**config.mk**
```make
export PLATFORM = sky130hd
export DESIGN_NAME = length_prefixed_frame_receiver
export DESIGN_NICKNAME = d
export VERILOG_FILES = /design/src/rtl/lpfr_pkg.sv /design/src/rtl/length_prefixed_frame_receiver.sv /design/src/rtl/lpfr_front.sv /design/src/rtl/lpfr_queue.sv /design/src/rtl/lpfr_back.sv
export VERILOG_INCLUDE_DIRS = /design/src /design/src/rtl
export SDC_FILE = /design/constraint.sdc
export NUM_CORES = 1
export LEC_CHECK = 0
export ABC_AREA = 1
export BUFFER_PORTS_ARGS = -buffer_cell sky130_fd_sc_hd__buf_2
export CORE_MARGIN = 2
export CORE_UTILIZATION = 50
export DETAILED_ROUTE_END_ITERATION = 8
export PLACE_DENSITY = 0.78
export SYNTH_ARGS = -nofsm -noshare
export SYNTH_HDL_FRONTEND = slang
export SYNTH_SLANG_ARGS = --single-unit
```
**constraint.sdc**
```tcl
create_clock -name clk_i -period 7.6 [get_ports clk_i]
set_clock_uncertainty 0.2 [all_clocks]
set_input_delay 1.52 -clock clk_i [delete_from_list [all_inputs] [get_ports clk_i]]
set_output_delay 1.52 -clock clk_i [all_outputs]
set_load 0.02 [all_outputs]
```
**src/rtl/length_prefixed_frame_receiver_defines.svh**
```systemverilog
// ----------------------------------------------------------------------------
// Frame receiver assertion macros
// Shared concurrent-check wrappers, clocked and reset-qualified.
// ----------------------------------------------------------------------------
`ifndef LENGTH_PREFIXED_FRAME_RECEIVER_DEFINES_SVH
`define LENGTH_PREFIXED_FRAME_RECEIVER_DEFINES_SVH

// Same-cycle implication check.
`define LPFR_ASSERT_IMPL(label, clk, rst_n, ante, cons) \
  label: assert property (@(posedge clk) disable iff (!rst_n) (ante) |-> (cons)) \
    else $error("lpfr check failed");

// Next-cycle implication check.
`define LPFR_ASSERT_NEXT(label, clk, rst_n, ante, cons) \
  label: assert property (@(posedge clk) disable iff (!rst_n) (ante) |=> (cons)) \
    else $error("lpfr check failed");

`endif

```
**src/rtl/lpfr_pkg.sv**
```systemverilog
// ----------------------------------------------------------------------------
// lpfr_pkg
// Types, constants and the byte-wide CRC-16 update for the frame receiver.
// ----------------------------------------------------------------------------
`timescale 1ns / 1ps
`default_nettype none

package lpfr_pkg;

  localparam int unsigned MAX_PAYLOAD_DEF = 512;
  localparam int unsigned QUEUE_DEPTH_DEF = 2;

  localparam logic [7:0]  START_SHORT  = 8'h02;
  localparam logic [7:0]  START_LONG   = 8'h03;
  localparam logic [7:0]  END_BYTE     = 8'h03;
  localparam logic [15:0] CRC_POLY     = 16'h1021;
  localparam logic [15:0] LONG_LEN_MIN = 16'd255;

  typedef enum logic [1:0] {
    STAT_BUSY     = 2'd0,
    STAT_GOOD     = 2'd1,
    STAT_ERROR    = 2'd2,
    STAT_DISABLED = 2'd3
  } status_e;

  // Byte with its precomputed markers.
  typedef struct packed {
    logic [7:0] data;
    logic       is_short_start;
    logic       is_long_start;
    logic       is_end;
    logic       is_zero;
  } cls_t;

  typedef struct packed {
    logic full;
    logic empty;
  } q_stat_t;

  // Result beat, status in the low bits.
  typedef struct packed {
    logic [9:0] frame_len;
    logic [8:0] pidx;
    logic [7:0] pbyte;
    logic       pvalid;
    status_e    status;
  } res_t;

  function automatic logic [15:0] crc_feed(input logic [15:0] crc, input logic [7:0] b);
    logic [15:0] c;
    c = crc ^ {b, 8'h00};
    for (int k = 0; k < 8; k++) begin
      c = c[15] ? ({c[14:0], 1'b0} ^ CRC_POLY) : {c[14:0], 1'b0};
    end
    return c;
  endfunction

endpackage

`default_nettype wire

```
**src/rtl/length_prefixed_frame_receiver.sv**
```systemverilog
// Path: an accepted byte is written into the queue, then popped through the
//   frame engine into its result register, which drives the result beat.
// Throughput: one byte per cycle while the result sink keeps up; the byte-wide
//   CRC-16 update and length compare in the frame engine are combinational.
// Reset: rst_ni low clears the enable bit, the frame state, the queue and the
//   output valid at once; no clearing pass is needed.
// ----------------------------------------------------------------------------
// length_prefixed_frame_receiver
// Byte-stream frame checker: start byte, 1- or 2-byte length, payload,
// big-endian CRC-16 (poly 0x1021, init 0) over the payload, end byte.
// ----------------------------------------------------------------------------
`timescale 1ns / 1ps
`default_nettype none

`include "length_prefixed_frame_receiver_defines.svh"

module length_prefixed_frame_receiver #(
  parameter int unsigned MAX_PAYLOAD = lpfr_pkg::MAX_PAYLOAD_DEF,
  parameter int unsigned QUEUE_DEPTH = lpfr_pkg::QUEUE_DEPTH_DEF
) (
  input  wire logic        clk_i,
  input  wire logic        rst_ni,
  // Config: enable bit, written whenever cfg_we_i is high.
  input  wire logic        cfg_we_i,
  input  wire logic        cfg_wdata_i,
  // Input beats: one received byte each.
  input  wire logic        s_axis_tvalid_i,
  output logic             s_axis_tready_o,
  input  wire logic [7:0]  s_axis_tdata_i,   // [7:0] rx_byte
  // Result beats.
  output logic             m_axis_tvalid_o,
  input  wire logic        m_axis_tready_i,
  output logic [31:0]      m_axis_tdata_o    // [1:0] status, [2] payload_valid,
                                             // [10:3] payload_byte,
                                             // [19:11] byte position in payload,
                                             // [29:20] frame_payload_length,
                                             // [31:30] zero
);

  logic              enable_q;
  logic              q_push;
  lpfr_pkg::cls_t    q_push_data;
  logic              q_pop;
  lpfr_pkg::cls_t    q_head;
  lpfr_pkg::q_stat_t q_stat;
  lpfr_pkg::res_t    res;
  logic              out_stall;
  logic              out_good;

  // Enable register. Frame state is untouched by writes.
  always_ff @(posedge clk_i or negedge rst_ni) begin
    if (!rst_ni) begin
      enable_q <= 1'b0;
    end else if (cfg_we_i) begin
      enable_q <= cfg_wdata_i;
    end
  end

  // Front: tags each byte with the markers the frame engine tests.
  lpfr_front u_front (
    .s_tvalid_i  (s_axis_tvalid_i),
    .s_tready_o  (s_axis_tready_o),
    .s_tdata_i   (s_axis_tdata_i),
    .q_stat_i    (q_stat),
    .push_o      (q_push),
    .push_data_o (q_push_data)
  );

  // Queue decouples input acceptance from the frame engine's stalls.
  lpfr_queue #(
    .DEPTH (QUEUE_DEPTH)
  ) u_queue (
    .clk_i       (clk_i),
    .rst_ni      (rst_ni),
    .push_i      (q_push),
    .push_data_i (q_push_data),
    .pop_i       (q_pop),
    .head_o      (q_head),
    .stat_o      (q_stat)
  );

  // Back: one byte per pop through the frame state machine into the result
  // register; pops when the queue holds a byte and the result register is free or being drained.
  lpfr_back #(
    .MAX_PAYLOAD (MAX_PAYLOAD)
  ) u_back (
    .clk_i      (clk_i),
    .rst_ni     (rst_ni),
    .enable_i   (enable_q),
    .head_i     (q_head),
    .q_stat_i   (q_stat),
    .pop_o      (q_pop),
    .m_tvalid_o (m_axis_tvalid_o),
    .m_tready_i (m_axis_tready_i),
    .m_res_o    (res)
  );

  assign m_axis_tdata_o = {2'b00, res};

  assign out_stall = m_axis_tvalid_o && !m_axis_tready_i;
  assign out_good  = m_axis_tvalid_o && (res.status == lpfr_pkg::STAT_GOOD);

  // Every byte taken by the engine shows up as a result beat next cycle.
  `LPFR_ASSERT_NEXT(a_pop_gives_beat, clk_i, rst_ni, q_pop, m_axis_tvalid_o)
  // A stalled result beat holds the engine.
  `LPFR_ASSERT_IMPL(a_no_pop_on_stall, clk_i, rst_ni, out_stall, !q_pop)
  // A good frame is reported on its end byte, never on a payload byte.
  `LPFR_ASSERT_IMPL(a_good_not_payload, clk_i, rst_ni, out_good, !res.pvalid)

endmodule

`default_nettype wire

```
**src/rtl/lpfr_front.sv**
```systemverilog
// ----------------------------------------------------------------------------
// lpfr_front
// Input side: takes byte beats and tags start, end and zero markers.
// ----------------------------------------------------------------------------
`timescale 1ns / 1ps
`default_nettype none

module lpfr_front (
  input  wire logic             s_tvalid_i,
  output logic                  s_tready_o,
  input  wire logic [7:0]       s_tdata_i,
  input  wire lpfr_pkg::q_stat_t q_stat_i,
  output logic                  push_o,
  output lpfr_pkg::cls_t        push_data_o
);

  assign s_tready_o = !q_stat_i.full;
  assign push_o     = s_tvalid_i && !q_stat_i.full;

  always_comb begin
    push_data_o.data           = s_tdata_i;
    push_data_o.is_short_start = (s_tdata_i == lpfr_pkg::START_SHORT);
    push_data_o.is_long_start  = (s_tdata_i == lpfr_pkg::START_LONG);
    push_data_o.is_end         = (s_tdata_i == lpfr_pkg::END_BYTE);
    push_data_o.is_zero        = (s_tdata_i == 8'h00);
  end

endmodule

`default_nettype wire

```
**src/rtl/lpfr_queue.sv**
```systemverilog
// ----------------------------------------------------------------------------
// lpfr_queue
// Short register queue between the classifier and the frame engine.
// ----------------------------------------------------------------------------
`timescale 1ns / 1ps
`default_nettype none

module lpfr_queue #(
  parameter int unsigned DEPTH = lpfr_pkg::QUEUE_DEPTH_DEF
) (
  input  wire logic              clk_i,
  input  wire logic              rst_ni,
  input  wire logic              push_i,
  input  wire lpfr_pkg::cls_t    push_data_i,
  input  wire logic              pop_i,
  output lpfr_pkg::cls_t         head_o,
  output lpfr_pkg::q_stat_t      stat_o
);

  localparam int unsigned PW = (DEPTH > 1) ? $clog2(DEPTH) : 1;
  localparam int unsigned CW = $clog2(DEPTH + 1);

  lpfr_pkg::cls_t entry_q [DEPTH];
  logic [PW-1:0]  wr_ptr_q, wr_ptr_d;
  logic [PW-1:0]  rd_ptr_q, rd_ptr_d;
  logic [CW-1:0]  count_q, count_d;

  function automatic logic [PW-1:0] ptr_inc(input logic [PW-1:0] p);
    return (p == PW'(DEPTH - 1)) ? '0 : p + PW'(1);
  endfunction

  assign stat_o.full  = (count_q == CW'(DEPTH));
  assign stat_o.empty = (count_q == '0);
  assign head_o       = entry_q[rd_ptr_q];

  always_comb begin
    wr_ptr_d = push_i ? ptr_inc(wr_ptr_q) : wr_ptr_q;
    rd_ptr_d = pop_i  ? ptr_inc(rd_ptr_q) : rd_ptr_q;
    count_d  = count_q;
    if (push_i && !pop_i) begin
      count_d = count_q + CW'(1);
    end else if (pop_i && !push_i) begin
      count_d = count_q - CW'(1);
    end
  end

  always_ff @(posedge clk_i or negedge rst_ni) begin
    if (!rst_ni) begin
      wr_ptr_q <= '0;
      rd_ptr_q <= '0;
      count_q  <= '0;
    end else begin
      wr_ptr_q <= wr_ptr_d;
      rd_ptr_q <= rd_ptr_d;
      count_q  <= count_d;
    end
  end

  always_ff @(posedge clk_i) begin
    if (push_i) begin
      entry_q[wr_ptr_q] <= push_data_i;
    end
  end

endmodule

`default_nettype wire

```
**src/rtl/lpfr_back.sv**
```systemverilog
// ----------------------------------------------------------------------------
// lpfr_back
// Frame engine: header/length checks, payload echo, running CRC, result reg.
// ----------------------------------------------------------------------------
`timescale 1ns / 1ps
`default_nettype none

module lpfr_back #(
  parameter int unsigned MAX_PAYLOAD = lpfr_pkg::MAX_PAYLOAD_DEF
) (
  input  wire logic              clk_i,
  input  wire logic              rst_ni,
  input  wire logic              enable_i,
  input  wire lpfr_pkg::cls_t    head_i,
  input  wire lpfr_pkg::q_stat_t q_stat_i,
  output logic                   pop_o,
  output logic                   m_tvalid_o,
  input  wire logic              m_tready_i,
  output lpfr_pkg::res_t         m_res_o
);

  localparam int unsigned LW = $clog2(MAX_PAYLOAD + 1);
  localparam logic [16:0] MAX_LEN17 = 17'(MAX_PAYLOAD);

  typedef enum logic [7:0] {
    S_START   = 8'b0000_0001,
    S_LEN_S   = 8'b0000_0010,
    S_LEN_HI  = 8'b0000_0100,
    S_LEN_LO  = 8'b0000_1000,
    S_PAYLOAD = 8'b0001_0000,
    S_CRC_HI  = 8'b0010_0000,
    S_CRC_LO  = 8'b0100_0000,
    S_END     = 8'b1000_0000
  } state_e;

  state_e          state_q, state_d;
  logic [LW-1:0]   len_q, len_d;
  logic [LW-1:0]   idx_q, idx_d;
  logic [15:0]     crc_q, crc_d;
  logic [7:0]      hi_q, hi_d;
  logic            out_valid_q, out_valid_d;
  lpfr_pkg::res_t  res_q, res_d;
  lpfr_pkg::res_t  res;
  logic [15:0]     len16;
  logic [16:0]     short17;

  assign pop_o      = !q_stat_i.empty && (!out_valid_q || m_tready_i);
  assign m_tvalid_o = out_valid_q;
  assign m_res_o    = res_q;
  assign len16      = {hi_q, head_i.data};
  assign short17    = {9'd0, head_i.data};

  always_comb begin
    state_d    = state_q;
    len_d      = len_q;
    idx_d      = idx_q;
    crc_d      = crc_q;
    hi_d       = hi_q;
    res        = '0;
    res.status = lpfr_pkg::STAT_BUSY;

    if (!enable_i) begin
      res.status = lpfr_pkg::STAT_DISABLED;
    end else begin
      unique case (state_q)
        S_START: begin
          if (head_i.is_short_start) begin
            state_d = S_LEN_S;
          end else if (head_i.is_long_start) begin
            state_d = S_LEN_HI;
          end else begin
            res.status = lpfr_pkg::STAT_ERROR;
          end
        end
        S_LEN_S: begin
          if (head_i.is_zero || (short17 > MAX_LEN17)) begin
            res.status = lpfr_pkg::STAT_ERROR;
            state_d    = S_START;
          end else begin
            len_d   = LW'(head_i.data);
            idx_d   = '0;
            crc_d   = '0;
            state_d = S_PAYLOAD;
          end
        end
        S_LEN_HI: begin
          hi_d    = head_i.data;
          state_d = S_LEN_LO;
        end
        S_LEN_LO: begin
          if ((len16 < lpfr_pkg::LONG_LEN_MIN) || ({1'b0, len16} > MAX_LEN17)) begin
            res.status = lpfr_pkg::STAT_ERROR;
            state_d    = S_START;
          end else begin
            len_d   = LW'(len16);
            idx_d   = '0;
            crc_d   = '0;
            state_d = S_PAYLOAD;
          end
        end
        S_PAYLOAD: begin
          res.pvalid = 1'b1;
          res.pbyte  = head_i.data;
          res.pidx   = 9'(idx_q);
          crc_d      = lpfr_pkg::crc_feed(crc_q, head_i.data);
          if (idx_q == len_q - LW'(1)) begin
            state_d = S_CRC_HI;
          end else begin
            idx_d = idx_q + LW'(1);
          end
        end
        S_CRC_HI: begin
          hi_d    = head_i.data;
          state_d = S_CRC_LO;
        end
        S_CRC_LO: begin
          crc_d   = crc_q ^ {hi_q, head_i.data};
          state_d = S_END;
        end
        S_END: begin
          if (head_i.is_end && (crc_q == 16'h0000)) begin
            res.status    = lpfr_pkg::STAT_GOOD;
            res.frame_len = 10'(len_q);
          end else begin
            res.status = lpfr_pkg::STAT_ERROR;
          end
          state_d = S_START;
        end
        default: begin
          res.status = lpfr_pkg::STAT_ERROR;
          state_d    = S_START;
        end
      endcase
    end
  end

  always_comb begin
    out_valid_d = out_valid_q;
    res_d       = res_q;
    if (pop_o) begin
      out_valid_d = 1'b1;
      res_d       = res;
    end else if (m_tready_i) begin
      out_valid_d = 1'b0;
    end
  end

  always_ff @(posedge clk_i or negedge rst_ni) begin
    if (!rst_ni) begin
      state_q     <= S_START;
      len_q       <= '0;
      idx_q       <= '0;
      crc_q       <= '0;
      hi_q        <= '0;
      out_valid_q <= 1'b0;
    end else begin
      out_valid_q <= out_valid_d;
      if (pop_o) begin
        state_q <= state_d;
        len_q   <= len_d;
        idx_q   <= idx_d;
        crc_q   <= crc_d;
        hi_q    <= hi_d;
      end
    end
  end

  always_ff @(posedge clk_i) begin
    res_q <= res_d;
  end

endmodule

`default_nettype wire

```
==> results of run 1 <==
[worst min-delay path by stage]
stage	from	end	slack (ns)	depth (start not counted)
3_3_place_gp	u_queue.count_q[0]	u_queue.count_q[0]	0.26	1
3_5_place_dp	u_queue.count_q[0]	u_queue.count_q[0]	0.28	1
4_1_cts	u_queue.count_q[0]	u_queue.count_q[0]	0.29	1
5_1_grt	u_queue.count_q[0]	u_queue.count_q[0]	0.30	1
2_1_floorplan	u_queue.count_q[0]	u_queue.count_q[0]	0.25	1
6_report	u_queue.count_q[0]	u_queue.count_q[0]	0.29	1
[logic make-up (layout without fill, tap and decap cells)]
| kind of cell | Yosys count | after routing |
|---|---|---|
| other | 1 | 2 |
| and+or+nand+nor | 428 | 428 |
| buffers and inverters | 106 | 150 |
| muxes | 2 | 2 |
| adders and majority gates | 3 | 3 |
| xor gates and xnor gates | 35 | 35 |
| AOI/OAI and AO/OA | 47 | 47 |
| DFF | 110 | 110 |
[synth_stat cells (all sizes together)]
| master | count |
|---|---|
| o21ai | 33 |
| o22ai | 5 |
| xnor2 | 5 |
| dfrtp | 57 |
| and3b | 1 |
| nor3 | 8 |
| a21oi | 4 |
| nor3b | 2 |
| or4 | 1 |
| edfxtp | 52 |
| o211ai | 1 |
| inv | 85 |
| buf | 12 |
| xor2 | 30 |
| nor4 | 5 |
| nor2 | 98 |
| nand3b | 1 |
| nand3 | 39 |
| o31ai | 3 |
| clkinv | 1 |
| mux2i | 2 |
| o21a | 1 |
| ha | 3 |
| or2 | 4 |
| conb | 1 |
| nand2 | 237 |
| nand4 | 31 |
| nor4b | 1 |
| dfstp | 1 |
| clkbuf | 8 |
[worst max-delay path, delay by kind of cell]
family,cells,cell delay (ns)
AOI/OAI and AO/OA,1,0.10
buffers and inverters,3,0.83
and+or+nand+nor,6,1.52
[power breakdown]
group | leakage, nW | internal [mW] | switching (mW)
clock | 0.142 | 0.227 | 0.226
sequential | 1.29 | 0.829 | 0.141
combinational | 1.74 | 0.341 | 0.788
total | 3.17 | 1.40 | 1.16
[flip-flops by register name (all words and copies together), names as in the netlist]
signal	cells
u_queue.rd_ptr_q	1
u_back.state_q	8
u_back.len_q	10
u_queue.count_q	2
u_queue.wr_ptr_q	1
enable_q	1
u_back.crc_q	16
u_back.m_res_o	30
u_back.idx_q	10
u_queue.entry_q	22
u_back.m_tvalid_o	1
u_back.hi_q	8
[stage by stage]
stage	std cells	hold slack, ns	area, µm²
after floorplan	733	0.2458	5959
final	920	0.2924	6551
after CTS	920	0.2933	6551
after global placement	904	0.2599	6270
after detailed placement	904	0.2797	6270
after global routing	920	0.2977	6551
[cell type report]
cell class / count / area, µm² / share of cell area
Clock buffer: 9 / 225.2 / 0.03438
Clock inverter: 7 / 56.30 / 0.008594
Inverter: 86 / 322.8 / 0.04927
Multi-Input combinational cell: 517 / 2506 / 0.3825
Sequential cell: 110 / 3014 / 0.4601
Tap cell: 143 / 178.9 / 0.02731
Timing Repair Buffer: 48 / 247.7 / 0.03782
[metal layers]
metal / up-vias / GRT usage
met5: - / 0
met4: 0 / 0.06179
met3: 19 / 0.05570
met2: 127 / 0.3669
met1: 2229 / 0.2690
li1: 2439 / -
[placed cells by master (no fill, tap or decap), types with 6 or more instances in the layout]
master	count
sky130_fd_sc_hd__nand2_1	235
sky130_fd_sc_hd__nor2_1	93
sky130_fd_sc_hd__inv_1	84
sky130_fd_sc_hd__dfrtp_1	57
sky130_fd_sc_hd__edfxtp_1	52
sky130_fd_sc_hd__buf_2	45
sky130_fd_sc_hd__nand3_1	37
sky130_fd_sc_hd__xor2_1	30
sky130_fd_sc_hd__nand4_1	30
sky130_fd_sc_hd__o21ai_0	25
sky130_fd_sc_hd__clkbuf_16	9
sky130_fd_sc_hd__nor3_1	7
sky130_fd_sc_hd__o21ai_1	6
==> impl_metrics.py, run 1 <==
metrics = {
    "run_status": {
        "status": "complete, but fails checks",
        "failed_checks": "DRC",
    },
    "clock_network": {
        "clock_tree.buffer_depth": 2,
        "cts_made_buffers": 9,
        "count_of_buffers_added_by_post_cts_timing_repair_for_setup": 0,
        "cts.root.buffer_cell": "sky130_fd_sc_hd__clkbuf_16",
        "cts_resized": 0,
        "worst_skew_pair.late_latency_ns": 0.36,
        "cts.sink_count": 110,
        "depth_of_the_cts_h_tree": 3,
        "tritoncts": "built",
        "cts.reportedPaths.clkPinSlew_ns": 0.08,
        "cts-hold-fix-buffers": 0,
    },
    "cells_and_area": {
        "drive_above_1_share": 0.1107,
        "area_growth_pct": 10.00,
        "final_nets": 789,
        "nFillCells": 1064,
        "antenna_cells": 0,
        "finish.utilization": 0.5689,
    },
    "critical_path": {
        "worst_setup_path_class": "primary input to register",
        "critical_path.reg2reg.startpoint": "u_queue.rd_ptr_q",
        "crit-reg2reg-capture": "u_back.crc_q[3]",
        "worstSetupEndpointType": "register",
        "crit_fanout": 49,
        "critical_path.slowest_cell": "sky130_fd_sc_hd__nor2_1",
        "critical_path.max_stage_delay_ns": 0.64,
        "timing.critical_path.mode_cell": "sky130_fd_sc_hd__nor2_1",
        "r2r.worst_path.cells": 11,
        "critPathLaunch": "m_axis_tready_i",
        "startpoint_type": "primary input",
        "critical_path_end": "u_back.len_q[2]",
        "worst-r2r-setup-slack_ns": 4.13,
        "critPathRequiredTime_ns": 7.70,
        "data_arrival_time_of_the_critical_path_ns": 3.98,
        "crit_chain": "buf_2 -> nor2_1 -> a21oi_4 -> buf_4 -> inv_1 -> nor2_1 -> nand3_1 -> nor2_1 -> nand2_1 -> nand2_1",
    },
    "synthesis": {
        "synth_top_family_by_area": "simple AND/OR/NAND/NOR gates",
        "postSynthRegisterBits": 110,
        "synth_compound_gate_area_share": 0.04706,
        "fraction_of_synthesized_area_in_multiplexers": 0.003361,
        "synth.yosys.warnings": 0,
        "post-synth-top-area-cell": "sky130_fd_sc_hd__edfxtp_1",
        "synth_area_mm2": 0.005956,
        "post_synth.cell_area_avg_um2": 8.136,
        "synthDominantCellAreaShare": 0.2622,
        "synthSimpleGateAreaFrac": 0.3095,
        "synth_cells": 732,
        "biggest_area_contributors_in_the_synthesized_netlist": "sky130_fd_sc_hd__edfxtp_1 26%, sky130_fd_sc_hd__dfrtp_1 24%, sky130_fd_sc_hd__nand2_1 15%, sky130_fd_sc_hd__nor2_1 5.9%, sky130_fd_sc_hd__inv_1 5.3%",
        "xor_xnor_fraction_of_synth_area": 0.05147,
        "synth-seq-area-share": 0.5061,
        "synthDistinctLibCells": 46,
        "yosys.area_share.adder": 0.006303,
    },
    "pwr": {
        "static-leakage-power_nw": 3.172,
        "report.power.total_mw": 2.552,
        "irDropWorstVdd_mv": 0.2379,
        "power.density_cell_area_mw_per_mm2": 389.6,
    },
    "routing": {
        "routed_wirelength_mm": 12.87,
        "route.detailed.wl_per_inst_um": 13.99,
        "route.vias.total": 4814,
        "viasPerCell": 5.233,
        "drcViolationCount": 6,
        "met3RoutedLength_um": 621,
        "detail-route-antenna-nets": 0,
        "met2_wirelength_mm": 6.278,
        "detail_route.first_pass.iterations": 7,
        "top_metal_layer_carrying_routed_signals": "met4",
        "m1WireLength_mm": 5.752,
        "drtIter0Drc": 381,
    },
    "die": {
        "die_outline_height_um": 113.1,
        "floorplan.initialDensity": 0.5172,
        "floorplan.rows": 39,
        "core_region_area_mm2": 0.01152,
        "floorplan.io_pins": 48,
        "dieWidth_um": 113.1,
        "die-area_mm2": 0.01280,
    },
    "place": {
        "post-place-ws_ns": 3.324,
        "place.detailed.hpwl_mm": 9.370,
        "port-buffer-count": 45,
        "gp_congestion": 0.9458,
    },
    "timing": {
        "post_layout_worst_setup_margin_ns": 3.721,
        "timing_worst_slew_pin_value_ns": 0.9548,
        "setup_viol": 0,
        "finalCriticalPeriod_ns": 3.879,
        "rsz0062_at_grt": "no",
        "finalCritPeriodShare": 0.5104,
        "final_hold_viol_count": 0,
        "summed_negative_setup_slack_over_all_endpoints_ns": 0,
        "timing.max_slew.rel_slack": 0.3635,
        "finalMaxSlewViolations": 0,
        "maxClockFrequency_ghz": 0.2578,
    },
    "global_routing": {
        "groute.usage.overall": 0.2142,
        "largest_net_degree_at_the_start_of_global_routing": 59,
        "grt.overflow.total": 0,
        "grt_antenna_before_repair": 0,
        "grt_first_pass_wirelength_mm": 21.75,
        "first_global_vias": 4506,
    },
    "flow_run": {
        "maxCapViolCount": 0,
    },
    "hold_path": {
        "holdCritPathClass": "register to register",
    },
}
Power figures use the tool's default switching activity.
==> run 2, diff against run 1 <==
--- a/config.mk
+++ b/config.mk
@@ -11,7 +11,7 @@
 export CORE_MARGIN = 2
 export CORE_UTILIZATION = 50
 export DETAILED_ROUTE_END_ITERATION = 8
-export PLACE_DENSITY = 0.78
+export PLACE_DENSITY = 0.81
 export SYNTH_ARGS = -nofsm -noshare
 export SYNTH_HDL_FRONTEND = slang
 export SYNTH_SLANG_ARGS = --single-unit
==> constraint.sdc (replaced) <==
create_clock -name clk_i -period 3.5 [get_ports clk_i]
set_clock_uncertainty 0.2 [all_clocks]
set_input_delay 0.7 -clock clk_i [delete_from_list [all_inputs] [get_ports clk_i]]
set_output_delay 0.7 -clock clk_i [all_outputs]
set_load 0.02 [all_outputs]
==> run 2 against run 1 <==
The flow still finishes with violations (DRC). Sequential power increased by 120%. Largest cell class unchanged. Power increased by 120%. Critical path depth increased by 1. Hold slack got worse by 0.0023 ns. Critical endpoint is now u_back.idx_q[7]. Clock power increased by 130%. Combinational power increased by 120%. Non-clock buffer count increased by 5. Via count increased by 4.5%. Routed wire length increased by 6.4%. Die area unchanged.
==> impl_metrics.py, run 2 (synthesized netlist as in run 1, its figures left out) <==
metrics = {
    "run_status": {
        "status": "complete, but fails checks",
        "failed_checks": "DRC",
    },
    "clock_network": {
        "cts_made_buffers": 9,
        "cts.sink_count": 110,
        "clock_tree.buffer_depth": 2,
        "cts.reportedPaths.clkPinSlew_ns": 0.07,
        "worst_skew_pair.late_latency_ns": 0.35,
        "tritoncts": "built",
        "count_of_buffers_added_by_post_cts_timing_repair_for_setup": 0,
        "cts.root.buffer_cell": "sky130_fd_sc_hd__clkbuf_16",
        "cts_resized": 0,
        "cts-hold-fix-buffers": 0,
        "depth_of_the_cts_h_tree": 3,
    },
    "routing": {
        "detail-route-antenna-nets": 0,
        "viasPerCell": 5.440,
        "route.detailed.wl_per_inst_um": 14.81,
        "drtIter0Drc": 454,
        "detail_route.first_pass.iterations": 7,
        "route.vias.total": 5032,
        "drcViolationCount": 3,
        "routed_wirelength_mm": 13.70,
    },
    "cells_and_area": {
        "drive_above_1_share": 0.1138,
        "multi_input_area_mm2": 0.002506,
        "largest_reg_flops": 30,
        "mostFrequentLayoutCell": "sky130_fd_sc_hd__nand2_1",
        "layout_common_cells": "235 x sky130_fd_sc_hd__nand2_1, 93 x sky130_fd_sc_hd__nor2_1, 84 x sky130_fd_sc_hd__inv_1",
        "nFillCells": 1057,
        "final_nets": 794,
        "antenna_cells": 0,
        "area_growth_pct": 11.07,
        "storage_cell_area_mm2": 0.003014,
    },
    "critical_path": {
        "worst-r2r-setup-slack_ns": 0.49,
        "crit_chain": "nand2_1 -> o21ai_1 -> nand2_1 -> nor3_2 -> nand2_1 -> nand2_1 -> nand2_1 -> a21oi_4 -> nand3_2 -> nand2_1 -> nand2_1",
        "worstSetupEndpointType": "register",
        "worst_setup_path_class": "register to register",
        "critical_path.max_stage_delay_ns": 0.81,
        "timing.critical_path.buf_inv": 0,
        "timing.critical_path.mode_cell": "sky130_fd_sc_hd__nand2_1",
        "critical_path.reg2reg.startpoint": "u_queue.rd_ptr_q",
        "crit_fanout": 23,
        "startpoint_type": "register",
        "critPathTopFamily": "simple AND/OR/NAND/NOR gates",
        "critPathRequiredTime_ns": 3.54,
        "r2r.worst_path.cells": 11,
        "data_arrival_time_of_the_critical_path_ns": 3.05,
        "crit-reg2reg-capture": "u_back.idx_q[7]",
        "critical_path.slowest_cell": "sky130_fd_sc_hd__dfrtp_1",
    },
    "pwr": {
        "irDropWorstVdd_mv": 0.6334,
        "power.share.clock": 0.186,
        "power.internal_mw": 3.169,
        "power_switching_mw": 2.528,
        "power.density_cell_area_mw_per_mm2": 861.3,
        "sw_frac_of_total": 0.4438,
        "combPwrFrac": 0.445,
        "static-leakage-power_nw": 3.207,
        "reg_power_frac": 0.369,
    },
    "timing": {
        "timing.max_slew.rel_slack": 0.3858,
        "summed_negative_setup_slack_over_all_endpoints_ns": 0,
        "maxClockFrequency_ghz": 0.3328,
        "rsz0062_at_grt": "no",
        "finalMaxSlewViolations": 0,
        "final_hold_viol_count": 0,
        "hold_slack_ns": 0.2901,
        "finalCritPeriodShare": 0.8586,
        "timing_worst_slew_pin_value_ns": 0.9178,
        "setup_viol": 0,
        "finalCriticalPeriod_ns": 3.005,
    },
    "die": {
        "die-area_mm2": 0.01280,
        "dieWidth_um": 113.1,
        "floorplan.rows": 39,
        "floorplan.initialDensity": 0.5172,
        "die_outline_height_um": 113.1,
        "core_region_area_mm2": 0.01152,
        "floorplan.io_pins": 48,
    },
    "global_routing": {
        "grt.overflow.total": 0,
        "grt_first_pass_wirelength_mm": 22.63,
        "groute.usage.overall": 0.2241,
        "grt_antenna_before_repair": 0,
        "largest_net_degree_at_the_start_of_global_routing": 59,
        "first_global_vias": 4681,
    },
    "place": {
        "port-buffer-count": 45,
        "gp_congestion": 0.9314,
        "place.detailed.hpwl_mm": 9.861,
    },
    "hold_path": {
        "holdCritPathClass": "primary input to asynchronous set/reset pin",
    },
    "flow_run": {
        "maxCapViolCount": 0,
    },
}
==> run 2: routing by layer <==
metal  global-route usage  share of wire
met2               0.3920           0.50
met3              0.04821          0.059
met1               0.2738           0.41
met5                    0              0
met4              0.08049          0.027
==> run 2: final cells by class <==
| cell class | count | share of cell area |
|---|---|---|
| Multi-Input combinational cell | 517 | 0.3789 |
| Sequential cell | 110 | 0.4556 |
| Inverter | 86 | 0.04880 |
| Clock inverter | 4 | 0.007566 |
| Timing Repair Buffer | 53 | 0.04312 |
| Tap cell | 143 | 0.02705 |
| Clock buffer | 12 | 0.03896 |
==> run 2: how the worst max path moves through the flow <==
stage / startpoint / endpoint / cells past startpoint
after floorplan: m_axis_tready_i / u_back.m_res_o[0] / 4
after global placement: u_queue.rd_ptr_q / u_back.crc_q[5] / 11
after detailed placement: u_queue.rd_ptr_q / u_back.crc_q[0] / 11
after CTS: u_queue.rd_ptr_q / u_back.idx_q[7] / 11
after global routing: u_queue.rd_ptr_q / u_back.idx_q[7] / 11
final: u_queue.rd_ptr_q / u_back.idx_q[7] / 11
==> run 2: per-stage QoR <==
stage                     setup slack (ns)  utilization  power, mW  area (µm²)  std cells
after floorplan                     0.6132            -      3.949        5959        733
after global placement              0.6452       0.5477      4.558        6307        909
after detailed placement            0.5396       0.5477      4.612        6307        909
after CTS                           0.5310       0.5744      5.683        6615        925
after global routing                0.2795       0.5744      6.092        6615        925
final                               0.4948       0.5744      5.698        6615        925
==> run 2: power groups by stage <==
| stage | combinational, mW | sequential, mW | clock [mW] |
|---|---|---|---|
| final | 2.53 | 2.11 | 1.06 |
| after global routing | 2.82 | 2.15 | 1.12 |
| after CTS | 2.51 | 2.10 | 1.07 |
| after detailed placement | 2.49 | 2.13 | 0 |
| after global placement | 2.45 | 2.11 | 0 |
| after floorplan | 1.74 | 2.21 | 0 |
==> run 2: worst register-to-register path, cell delays in order (launching register included) <==
cell and delay, ns:
sky130_fd_sc_hd__dfrtp_1 0.81, sky130_fd_sc_hd__nand2_1 0.14, sky130_fd_sc_hd__o21ai_1 0.34, sky130_fd_sc_hd__nand2_1 0.13
sky130_fd_sc_hd__nor3_2 0.13, sky130_fd_sc_hd__nand2_1 0.08, sky130_fd_sc_hd__nand2_1 0.06, sky130_fd_sc_hd__nand2_1 0.12
sky130_fd_sc_hd__a21oi_4 0.39, sky130_fd_sc_hd__nand3_2 0.30, sky130_fd_sc_hd__nand2_1 0.14, sky130_fd_sc_hd__nand2_1 0.05
